$ cat config.mk
export PLATFORM = sky130hd
export DESIGN_NAME = pedal_steer_torque_split
export DESIGN_NICKNAME = d
export VERILOG_FILES = /design/src/hw/rtl/pst_pkg.sv /design/src/hw/rtl/pedal_steer_torque_split.sv /design/src/hw/rtl/pst_div.sv
export SDC_FILE = /design/constraint.sdc
export NUM_CORES = 2
export LEC_CHECK = 0
export BUFFER_PORTS_ARGS = -buffer_cell sky130_fd_sc_hd__buf_2
export CORE_MARGIN = 2
export CORE_UTILIZATION = 60
export DETAILED_ROUTE_END_ITERATION = 8
export HOLD_SLACK_MARGIN = 0.08
export PLACE_DENSITY = 0.77
export SETUP_SLACK_MARGIN = 0.5
export SYNTH_ARGS = -nofsm -noshare
export SYNTH_HDL_FRONTEND = slang
export SYNTH_SLANG_ARGS = --single-unit
$ cat constraint.sdc
create_clock -name clk -period 9.3 [get_ports clk]
set_clock_uncertainty 0.15 [all_clocks]
set_input_delay 0.465 -clock clk [delete_from_list [all_inputs] [get_ports clk]]
set_output_delay 0.465 -clock clk [all_outputs]
set_load 0.02 [all_outputs]
$ cat src/hw/rtl/pst_pkg.sv
// ----------------------------------------------------------------------------
// pst_pkg: shared types and constants
// Fixed sensor limits, Q formats and the divider handshake struct.
// ----------------------------------------------------------------------------
`default_nettype none
package pst_pkg;
  localparam int NumRegs = 8;
  localparam logic [9:0] P1WideLo = 10'd50;
  localparam logic [9:0] P1WideHi = 10'd850;
  localparam logic [9:0] P2WideLo = 10'd150;
  localparam logic [9:0] P2WideHi = 10'd950;
  localparam logic [9:0] StWideLo = 10'd100;
  localparam logic [9:0] StWideHi = 10'd900;
  localparam logic [9:0] HardBrake = 10'd500;
  localparam logic [14:0] TorqueMax = 15'd20480;

  localparam logic [2:0] REG_P1_LO = 3'd0;
  localparam logic [2:0] REG_P1_HI = 3'd1;
  localparam logic [2:0] REG_P2_LO = 3'd2;
  localparam logic [2:0] REG_P2_HI = 3'd3;
  localparam logic [2:0] REG_ST_LE = 3'd4;
  localparam logic [2:0] REG_ST_RE = 3'd5;
  localparam logic [2:0] REG_ST_LF = 3'd6;
  localparam logic [2:0] REG_ST_RF = 3'd7;

  localparam logic [1:0] DIR_STRAIGHT = 2'd0;
  localparam logic [1:0] DIR_RIGHT = 2'd1;
  localparam logic [1:0] DIR_LEFT = 2'd2;

  localparam logic [2:0] ST_OK = 3'd0;
  localparam logic [2:0] ST_RANGE = 3'd1;
  localparam logic [2:0] ST_DISAGREE = 3'd2;
  localparam logic [2:0] ST_SAME = 3'd3;
  localparam logic [2:0] ST_BRAKE = 3'd4;

  // divider request: numerator (10b) * 65536 / span (10b)
  typedef struct packed {
    logic       start;
    logic [9:0] num;
    logic [9:0] span;
  } div_req_t;

  typedef struct packed {
    logic        done;
    logic [16:0] quo;
  } div_rsp_t;
endpackage
`default_nettype wire

$ cat src/hw/rtl/pedal_steer_torque_split.sv
// ----------------------------------------------------------------------------
// pedal_steer_torque_split: pedal/steering torque split controller
// Validates sensors, normalizes pedals and splits torque left and right.
// ----------------------------------------------------------------------------
// One sample is taken at a time. A sample runs three divisions through one
// shared bit-serial divider (pedal one, pedal two, the steering fraction);
// each is a launch, 26 shift-subtract steps and a pickup of the quotient.
// Then come an evaluation step and one multiply step per wheel, after which
// the result sits in an output register until it is taken. The block is
// ready for the next sample in the cycle after the result transfer, so a
// new sample is not taken before the last result is transferred. Registers
// are written over the cfg port while idle. Brake and disagreement
// persistence count samples, not time.
`default_nettype none
module pedal_steer_torque_split
  import pst_pkg::*;
#(
  parameter int BRAKE_DELAY_SAMPLES = 500,
  parameter int DISAGREE_DELAY_SAMPLES = 100
) (
  input  wire logic        clk,
  input  wire logic        rst,
  input  wire logic        s_tvalid,
  output logic             s_tready,
  // pedal1_sample[9:0], pedal2_sample[19:10], steer_sample[29:20],
  // brake_sample[39:30]
  input  wire logic [39:0] s_tdata,
  output logic             m_tvalid,
  input  wire logic        m_tready,
  // left_torque[14:0], right_torque[29:15], steer_dir[31:30], status[34:32]
  output logic [39:0]      m_tdata,
  input  wire logic        cfg_valid,
  output logic             cfg_ready,
  input  wire logic [2:0]  cfg_index,
  input  wire logic [9:0]  cfg_data
);
  localparam logic [3:0] S_IDLE = 4'd0;
  localparam logic [3:0] S_D1   = 4'd1;
  localparam logic [3:0] S_D2   = 4'd2;
  localparam logic [3:0] S_D3   = 4'd3;
  localparam logic [3:0] S_EVAL = 4'd4;
  localparam logic [3:0] S_MUL1 = 4'd5;
  localparam logic [3:0] S_MUL2 = 4'd6;
  localparam logic [3:0] S_OUT  = 4'd7;

  logic [9:0] regs [NumRegs];
  logic [3:0] state;
  logic       started;
  logic [9:0] p1, p2, st, br;
  logic [16:0] n1, n2, frac;
  logic [14:0] torque, left, right;
  logic [1:0]  dir;
  logic [2:0]  stat;
  logic        brake_latched;
  logic [15:0] brake_count, disagree_count;
  logic        dis_cut;
  div_req_t    dreq;
  div_rsp_t    drsp;

  pst_div u_div (.clk(clk), .rst(rst), .req(dreq), .rsp(drsp));

  // clamped pedals
  logic [9:0] c1, c2;
  always_comb begin
    c1 = p1;
    if (c1 > regs[REG_P1_HI]) c1 = regs[REG_P1_HI];
    if (c1 < regs[REG_P1_LO]) c1 = regs[REG_P1_LO];
    c2 = p2;
    if (c2 > regs[REG_P2_HI]) c2 = regs[REG_P2_HI];
    if (c2 < regs[REG_P2_LO]) c2 = regs[REG_P2_LO];
  end

  // steering side select and span
  logic       turn_r, turn_l;
  logic [9:0] s_num, s_span;
  always_comb begin
    turn_r = st > regs[REG_ST_RE];
    turn_l = !turn_r && (st < regs[REG_ST_LE]);
    s_num  = '0;
    s_span = '0;
    if (turn_r && regs[REG_ST_RF] > regs[REG_ST_RE]) begin
      s_num  = ((st > regs[REG_ST_RF]) ? regs[REG_ST_RF] : st) - regs[REG_ST_RE];
      s_span = regs[REG_ST_RF] - regs[REG_ST_RE];
    end else if (turn_l && regs[REG_ST_LF] < regs[REG_ST_LE]) begin
      s_num  = regs[REG_ST_LE] - ((st < regs[REG_ST_LF]) ? regs[REG_ST_LF] : st);
      s_span = regs[REG_ST_LE] - regs[REG_ST_LF];
    end
  end

  // divider launch
  always_comb begin
    dreq = '0;
    if (!started) begin
      unique case (state)
        S_D1: begin
          dreq.start = 1'b1;
          dreq.num   = c1 - regs[REG_P1_LO];
          dreq.span  = (regs[REG_P1_HI] > regs[REG_P1_LO]) ?
                       regs[REG_P1_HI] - regs[REG_P1_LO] : 10'd0;
        end
        S_D2: begin
          dreq.start = 1'b1;
          dreq.num   = c2 - regs[REG_P2_LO];
          dreq.span  = (regs[REG_P2_HI] > regs[REG_P2_LO]) ?
                       regs[REG_P2_HI] - regs[REG_P2_LO] : 10'd0;
        end
        S_D3: begin
          dreq.start = 1'b1;
          dreq.num   = s_num;
          dreq.span  = s_span;
        end
        default: dreq = '0;
      endcase
    end
  end

  // evaluation terms
  logic [17:0] sum;
  logic [16:0] diff;
  logic        fault, dis_now;
  logic [15:0] bc_inc, dc_next;
  assign sum  = {1'b0, n1} + {1'b0, n2};
  assign diff = (n1 > n2) ? n1 - n2 : n2 - n1;
  assign dis_now = ({4'd0, diff} * 21'd10) > 21'd65536;
  assign bc_inc = (brake_latched && brake_count != 16'hFFFF) ?
                  brake_count + 16'd1 : brake_count;
  assign dc_next = dis_now ? ((disagree_count != 16'hFFFF) ?
                   disagree_count + 16'd1 : disagree_count) : 16'd0;
  assign dis_cut = dc_next >= 16'(DISAGREE_DELAY_SAMPLES);
  assign fault = p1 < P1WideLo || p1 > P1WideHi || p2 < P2WideLo ||
                 p2 > P2WideHi || st < StWideLo || st > StWideHi;

  // status, direction and brake plausibility for the sample under evaluation
  logic [1:0]  dir_next;
  logic [2:0]  stat_next;
  logic        brake_latched_next, brake_cut;
  logic [15:0] brake_count_next;
  always_comb begin
    brake_latched_next = brake_latched;
    brake_count_next   = bc_inc;
    brake_cut          = 1'b0;
    dir_next  = turn_r ? DIR_RIGHT : (turn_l ? DIR_LEFT : DIR_STRAIGHT);
    stat_next = ST_OK;
    if (fault) begin
      dir_next  = DIR_STRAIGHT;
      stat_next = ST_RANGE;
    end else begin
      if (br > HardBrake && sum > 18'd32768) begin
        if (!brake_latched) begin
          brake_latched_next = 1'b1;
          brake_count_next   = '0;
        end else if (bc_inc >= 16'(BRAKE_DELAY_SAMPLES)) brake_cut = 1'b1;
      end else if (br < HardBrake && ({3'd0, sum} * 21'd10) < 21'd65536) begin
        brake_latched_next = 1'b0;
        brake_count_next   = '0;
      end else if (brake_latched) brake_cut = 1'b1;
      // disagreement wins over identical pedals, which win over brake cut
      if (dis_cut) stat_next = ST_DISAGREE;
      else if (c1 == c2) stat_next = ST_SAME;
      else if (brake_cut) stat_next = ST_BRAKE;
      else stat_next = ST_OK;
    end
  end

  // shared multiplier: torque * (131072 +/- frac) >> 17
  logic        mul_plus;
  logic [17:0] factor;
  logic [32:0] prod;
  logic [15:0] prod_sh;
  logic [14:0] prod_sat;
  assign factor  = mul_plus ? 18'd131072 + {1'b0, frac} : 18'd131072 - {1'b0, frac};
  assign prod    = torque * factor;
  assign prod_sh = prod[32:17];
  assign prod_sat = (prod_sh > {1'b0, TorqueMax}) ? TorqueMax : prod_sh[14:0];
  always_comb begin
    mul_plus = 1'b0;
    if (state == S_MUL1) mul_plus = (dir == DIR_RIGHT);
    else mul_plus = (dir == DIR_LEFT);
  end

  logic [24:0] t_wide;
  assign t_wide = sum * 7'd80;

  assign s_tready  = (state == S_IDLE);
  assign cfg_ready = (state == S_IDLE);

  always_ff @(posedge clk) begin
    if (rst) begin
      state <= S_IDLE;
      started <= 1'b0;
      m_tvalid <= 1'b0;
      brake_latched <= 1'b0;
      brake_count <= '0;
      disagree_count <= '0;
      regs[REG_P1_LO] <= 10'd100; regs[REG_P1_HI] <= 10'd800;
      regs[REG_P2_LO] <= 10'd200; regs[REG_P2_HI] <= 10'd900;
      regs[REG_ST_LE] <= 10'd490; regs[REG_ST_RE] <= 10'd510;
      regs[REG_ST_LF] <= 10'd200; regs[REG_ST_RF] <= 10'd800;
    end else begin
      if (cfg_valid && cfg_ready) regs[cfg_index] <= cfg_data;
      unique case (state)
        S_IDLE: begin
          if (s_tvalid) begin
            {br, st, p2, p1} <= s_tdata;
            state <= S_D1;
            started <= 1'b0;
          end
        end
        S_D1, S_D2, S_D3: begin
          // hold the launch off until the quotient is back
          started <= !drsp.done;
          if (drsp.done) begin
            if (state == S_D1) begin n1 <= drsp.quo; state <= S_D2; end
            else if (state == S_D2) begin n2 <= drsp.quo; state <= S_D3; end
            else begin frac <= drsp.quo; state <= S_EVAL; end
          end
        end
        S_EVAL: begin
          disagree_count <= dc_next;
          brake_count <= brake_count_next;
          brake_latched <= brake_latched_next;
          torque <= t_wide[23:9];
          dir <= dir_next;
          stat <= stat_next;
          state <= S_MUL1;
        end
        S_MUL1: begin
          left <= (dir == DIR_STRAIGHT) ? ((torque > TorqueMax) ? TorqueMax : torque)
                                        : prod_sat;
          state <= S_MUL2;
        end
        S_MUL2: begin
          right <= (dir == DIR_STRAIGHT) ? left : prod_sat;
          m_tvalid <= 1'b1;
          state <= S_OUT;
        end
        S_OUT: begin
          if (m_tready) begin
            m_tvalid <= 1'b0;
            state <= S_IDLE;
          end
        end
        default: state <= S_IDLE;
      endcase
    end
  end

  // zero torques whenever status is not ok
  always_comb begin
    m_tdata = '0;
    m_tdata[34:32] = stat;
    m_tdata[31:30] = dir;
    if (stat == ST_OK) begin
      m_tdata[14:0]  = left;
      m_tdata[29:15] = right;
    end
  end

  a_out_hold: assert property (@(posedge clk) disable iff (rst)
    m_tvalid && !m_tready |=> m_tvalid && $stable(m_tdata))
    else $error("result changed while stalled");
  a_busy_noready: assert property (@(posedge clk) disable iff (rst)
    m_tvalid |-> !s_tready)
    else $error("input ready while result pending");
  a_range_zero: assert property (@(posedge clk) disable iff (rst)
    m_tvalid && m_tdata[34:32] == ST_RANGE |-> m_tdata[31:30] == DIR_STRAIGHT)
    else $error("range fault with steer dir");
endmodule
`default_nettype wire

$ cat src/hw/rtl/pst_div.sv
// ----------------------------------------------------------------------------
// pst_div: restoring divider
// Computes floor(num * 65536 / span), one quotient bit per cycle; span 0 -> 0.
// ----------------------------------------------------------------------------
`default_nettype none
module pst_div
  import pst_pkg::*;
(
  input  wire logic     clk,
  input  wire logic     rst,
  input  wire div_req_t req,
  output div_rsp_t      rsp
);
  // dividend is num << 16 (26 bits); quotient never exceeds 17 bits when num <= span
  logic [25:0] dvd;
  logic [10:0] rem;
  logic [4:0]  cnt;
  logic        busy;
  logic        done;
  logic [9:0]  span;
  logic [10:0] trial;
  logic [10:0] shifted;

  assign shifted = {rem[9:0], dvd[25]};
  assign trial   = shifted - {1'b0, span};

  always_ff @(posedge clk) begin
    if (rst) begin
      busy <= 1'b0;
      done <= 1'b0;
    end else begin
      done <= busy && !req.start && (cnt == 5'd1);
      if (req.start) begin
        busy <= 1'b1;
        dvd  <= {req.num, 16'd0};
        rem  <= '0;
        span <= req.span;
        cnt  <= 5'd26;
      end else if (busy) begin
        if (!trial[10] && span != 10'd0) begin
          rem <= trial;
          dvd <= {dvd[24:0], 1'b1};
        end else begin
          rem <= shifted;
          dvd <= {dvd[24:0], 1'b0};
        end
        cnt  <= cnt - 5'd1;
        busy <= (cnt != 5'd1);
      end
    end
  end

  // after the last shift dvd holds the quotient bits
  assign rsp = {done, (span == 10'd0) ? 17'd0 : dvd[16:0]};
endmodule
`default_nettype wire

==> results.json <==
{
  "outcome": "completed",
  "hold_path.class": "in -> reg",
  "drive_above_1_share": 0.0900,
  "hpwl_um": 61000,
  "crit_path_end_kind": "flip-flop",
  "drt_first_pass_iters": 7,
  "io_buffer_count": 95,
  "ir_drop_v": 0.000157,
  "synth_area_um2": 32300,
  "rr_endpoint": "left[3]$_DFFE_PP_",
  "synth_top_family_by_area": "adder cells",
  "min_from": "m_tready",
  "cp.arrival_ns": 8.70,
  "cp_num_cells": 32,
  "cp-start-kind": "flip-flop",
  "hold_path_end": "m_tvalid$_SDFFE_PP0P_",
  "start_util": 0.604,
  "core_region_area_um2": 53500,
  "crit_buf_inv": 7,
  "nets": 4208,
  "ys_seq_elements": 312,
  "synth_mux_area_frac": 0.0228,
  "fin_setup_tns_ns": 0,
  "vias": 25600,
  "r2r_setup_slack_ns": 0.77,
  "ys_warn_count": 0,
  "grt_pass1_vias": 25200,
  "die-area_um2": 55700,
  "stdcell_area_um2": 35500,
  "synth-xor-area-share": 0.0403,
  "p_leak_nw": 15.7,
  "first_iter_violations": 2007,
  "syn_to_final_growth_pct": 9.84,
  "criticalPathCategory": "reg -> reg",
  "placed_area_um2": 33500,
  "clockBufferDepth": 3,
  "numCtsBuffers": 36,
  "gp_congestion": 0.921,
  "cts_tree": "built",
  "cp_slowest_cell": "or4_1",
  "totalWireLength_um": 80900,
  "via_per_inst": 5.98,
  "combPwrFrac": 0.133,
  "rr_worst_depth": 32,
  "synth.area.top_cells": "edfxtp_1 (25%), ha_1 (14%), fa_1 (14%)",
  "power.internal_mw": 2.70,
  "syn_inst": 3455,
  "rsz0062_at_grt": "no",
  "design.portCount": 101,
  "die_x_um": 236,
  "synth-compound-area-share": 0.140,
  "ff_latch_area_um2": 8970,
  "cap_violations": 0,
  "power.density_nw_per_um2": 102,
  "worst_slew_pin_slew_ns": 1.21,
  "relSlewSlack": 0.189,
  "grt_pass1_wl_um": 130000,
  "switching_share": 0.256,
  "hold_viol_final": 0,
  "cts.sinks": 312,
  "drc": 0,
  "die_y_um": 236,
  "synth_edf_count": 272,
  "cts-root-buf": "clkbuf_16",
  "n_antenna_cell": 0,
  "ys.flop_type": "edfxtp_1",
  "clkPwrFrac": 0.426,
  "period_share": 0.918,
  "fmax_mhz": 117,
  "h-tree-depth": 2,
  "yosys.area.top_type": "edfxtp_1",
  "p_sw_mw": 0.927,
  "ys_seq_area_frac": 0.278,
  "async_flop_share": 0,
  "grt_util_all_layers": 0.290,
  "multi_input_area_um2": 21500,
  "synth_top_area_share": 0.253,
  "num_rows": 85,
  "drtAntennaViolNets": 0,
  "whs_path_depth": 4,
  "crit_family": "adder cells",
  "wl_per_cell_um": 18.9,
  "cpPeakStageDelay_ns": 0.56,
  "r2r_start": "frac[2]$_DFFE_PP_",
  "path_clk_slew_ns": 0.06,
  "yosys.area_share.adder": 0.279,
  "final_max_slew_viol_count": 0,
  "synth-simple-area-share": 0.175,
  "grt_antenna_before_repair": 0,
  "min_period_ns": 8.53,
  "critPathRequiredTime_ns": 9.46,
  "nFillCells": 4294,
  "syn_avg_cell_area_um2": 9.35,
  "critPathMaxFanout": 7,
  "setup_violations": 0,
  "cpMostUsedCell": "fa_1",
  "insertion_delay_ns": 0.57,
  "grt_max_degree": 60,
  "ys_types": 87,
  "grt_remaining_overflow": 0,
  "p_seq_frac": 0.442
}
-- placed cells by master (no fill, tap or decap), types with 35 or more instances in the layout --
master and count:
fa_1 218, and2_1 252, buf_2 95, nor3_1 77, a21oi_1 173, mux2_2 38, dfxtp_1 40, a21o_1 59
o21ai_0 136, xor2_1 47, nand2_1 282, xnor2_1 92, inv_1 417, dlygate4sd3_1 40, nor2b_1 35, buf_4 53
nand2b_1 51, nand3_1 57, clkbuf_16 37, ha_1 367, edfxtp_1 272, nor2_1 169
-- tightest hold or removal path, stage by stage --
cell and delay, ns:
buf_2 0.14, nand3_1 0.09, a21oi_1 0.06, nor2_1 0.08
-- area by class of cell --
class                   instances  share of cell area
clock buffers                  43              0.0267
clock inverters                23             0.00899
inverters                     418              0.0442
multi-input cells            2600               0.605
flip-flops and latches        312               0.253
well taps                     696              0.0245
repair buffers                193              0.0375
-- cells by family after synthesis --
kind of cell / after synthesis
simple gates: 1103
compound gates: 689
fa+ha+maj: 589
buf+inv: 547
flops: 312
xor+xnor: 147
mux: 67
other cells: 1
-- routing by layer --
metal | global-route usage | part of all wire | vias up
met4 | 0.140 | 0.051 | 0
met3 | 0.0355 | 0.059 | 219
met5 | 0 | 0 | -
met1 | 0.366 | 0.41 | 12300
li1 | - | - | 12200
met2 | 0.497 | 0.48 | 903
-- stage by stage --
| stage | cells | power (mW) | setup WS, ns | hold WS, ns | util |
|---|---|---|---|---|---|
| 4_1_cts | 4270 | 3.63 | 0.530 | 0.149 | 0.658 |
| 2_1_floorplan | 3459 | 1.96 | 0.977 | 0.289 | - |
| 3_5_place_dp | 4161 | 2.09 | 0.336 | 0.316 | 0.626 |
| 3_3_place_gp | 4161 | 2.08 | 0.527 | 0.317 | 0.626 |
| 6_report | 4285 | 3.63 | 0.766 | 0.162 | 0.663 |
| 5_1_grt | 4285 | 3.74 | 0.416 | 0.193 | 0.663 |
-- what timing repair did --
action | CTS | global route
pin swaps | 1 | 14
setup buffers | 3 | 12
hold buffers | 40 | 0
gates cloned | 0 | 3
endpoints found under the hold margin | 40 | 0
gates resized for setup | 4 | 38
setup endpoints to repair | 24 | 30
-- worst max path at each step --
stage                              start            endpoint  slack, ns
floorplan           dir[1]$_SDFFCE_PP0P_  left[10]$_DFFE_PP_       0.98
global placement    dir[0]$_SDFFCE_PP0P_   left[0]$_DFFE_PP_       0.53
detailed placement  dir[0]$_SDFFCE_PP0P_   left[9]$_DFFE_PP_       0.34
CTS                 dir[0]$_SDFFCE_PP0P_  left[10]$_DFFE_PP_       0.53
global route           frac[2]$_DFFE_PP_   left[6]$_DFFE_PP_       0.42
finish                 frac[2]$_DFFE_PP_   left[3]$_DFFE_PP_       0.77
-- cell usage after synthesis, drive strengths merged (24+ instances only) --
cell,count
o21ai,141
inv,417
nand2b,51
and2,254
nand2,284
clkbuf,113
o22ai,24
ha,371
mux2i,28
edfxtp,272
xnor2,95
nor4,33
nand3,57
nor2b,35
a31oi,34
a21oi,178
a22o,25
xor2,51
nand4,33
nor2,172
dfxtp,40
a21o,59
mux2,39
or3,27
fa,218
nor3,82
-- power groups by stage --
stage	Combinational (mW)	Clock, mW	Sequential (mW)
after floorplan	0.341	0	1.62
after global placement	0.450	0	1.63
after detailed placement	0.459	0	1.63
after CTS	0.475	1.56	1.60
after global routing	0.529	1.61	1.60
final	0.481	1.54	1.60
-- flip-flops by register name, indices dropped and copies added, names as in the netlist, 2 cells and up --
register        flops
p2                 10
right              15
n1                 17
st                 10
dir                 2
u_div.rem          10
disagree_count     16
br                 10
u_div.span         10
u_div.dvd          26
u_div.cnt           5
n2                 17
torque             15
state               3
stat                3
left               15
regs               80
brake_count        16
p1                 10
frac               17
Note: power is estimated with default switching activity, not from simulation.
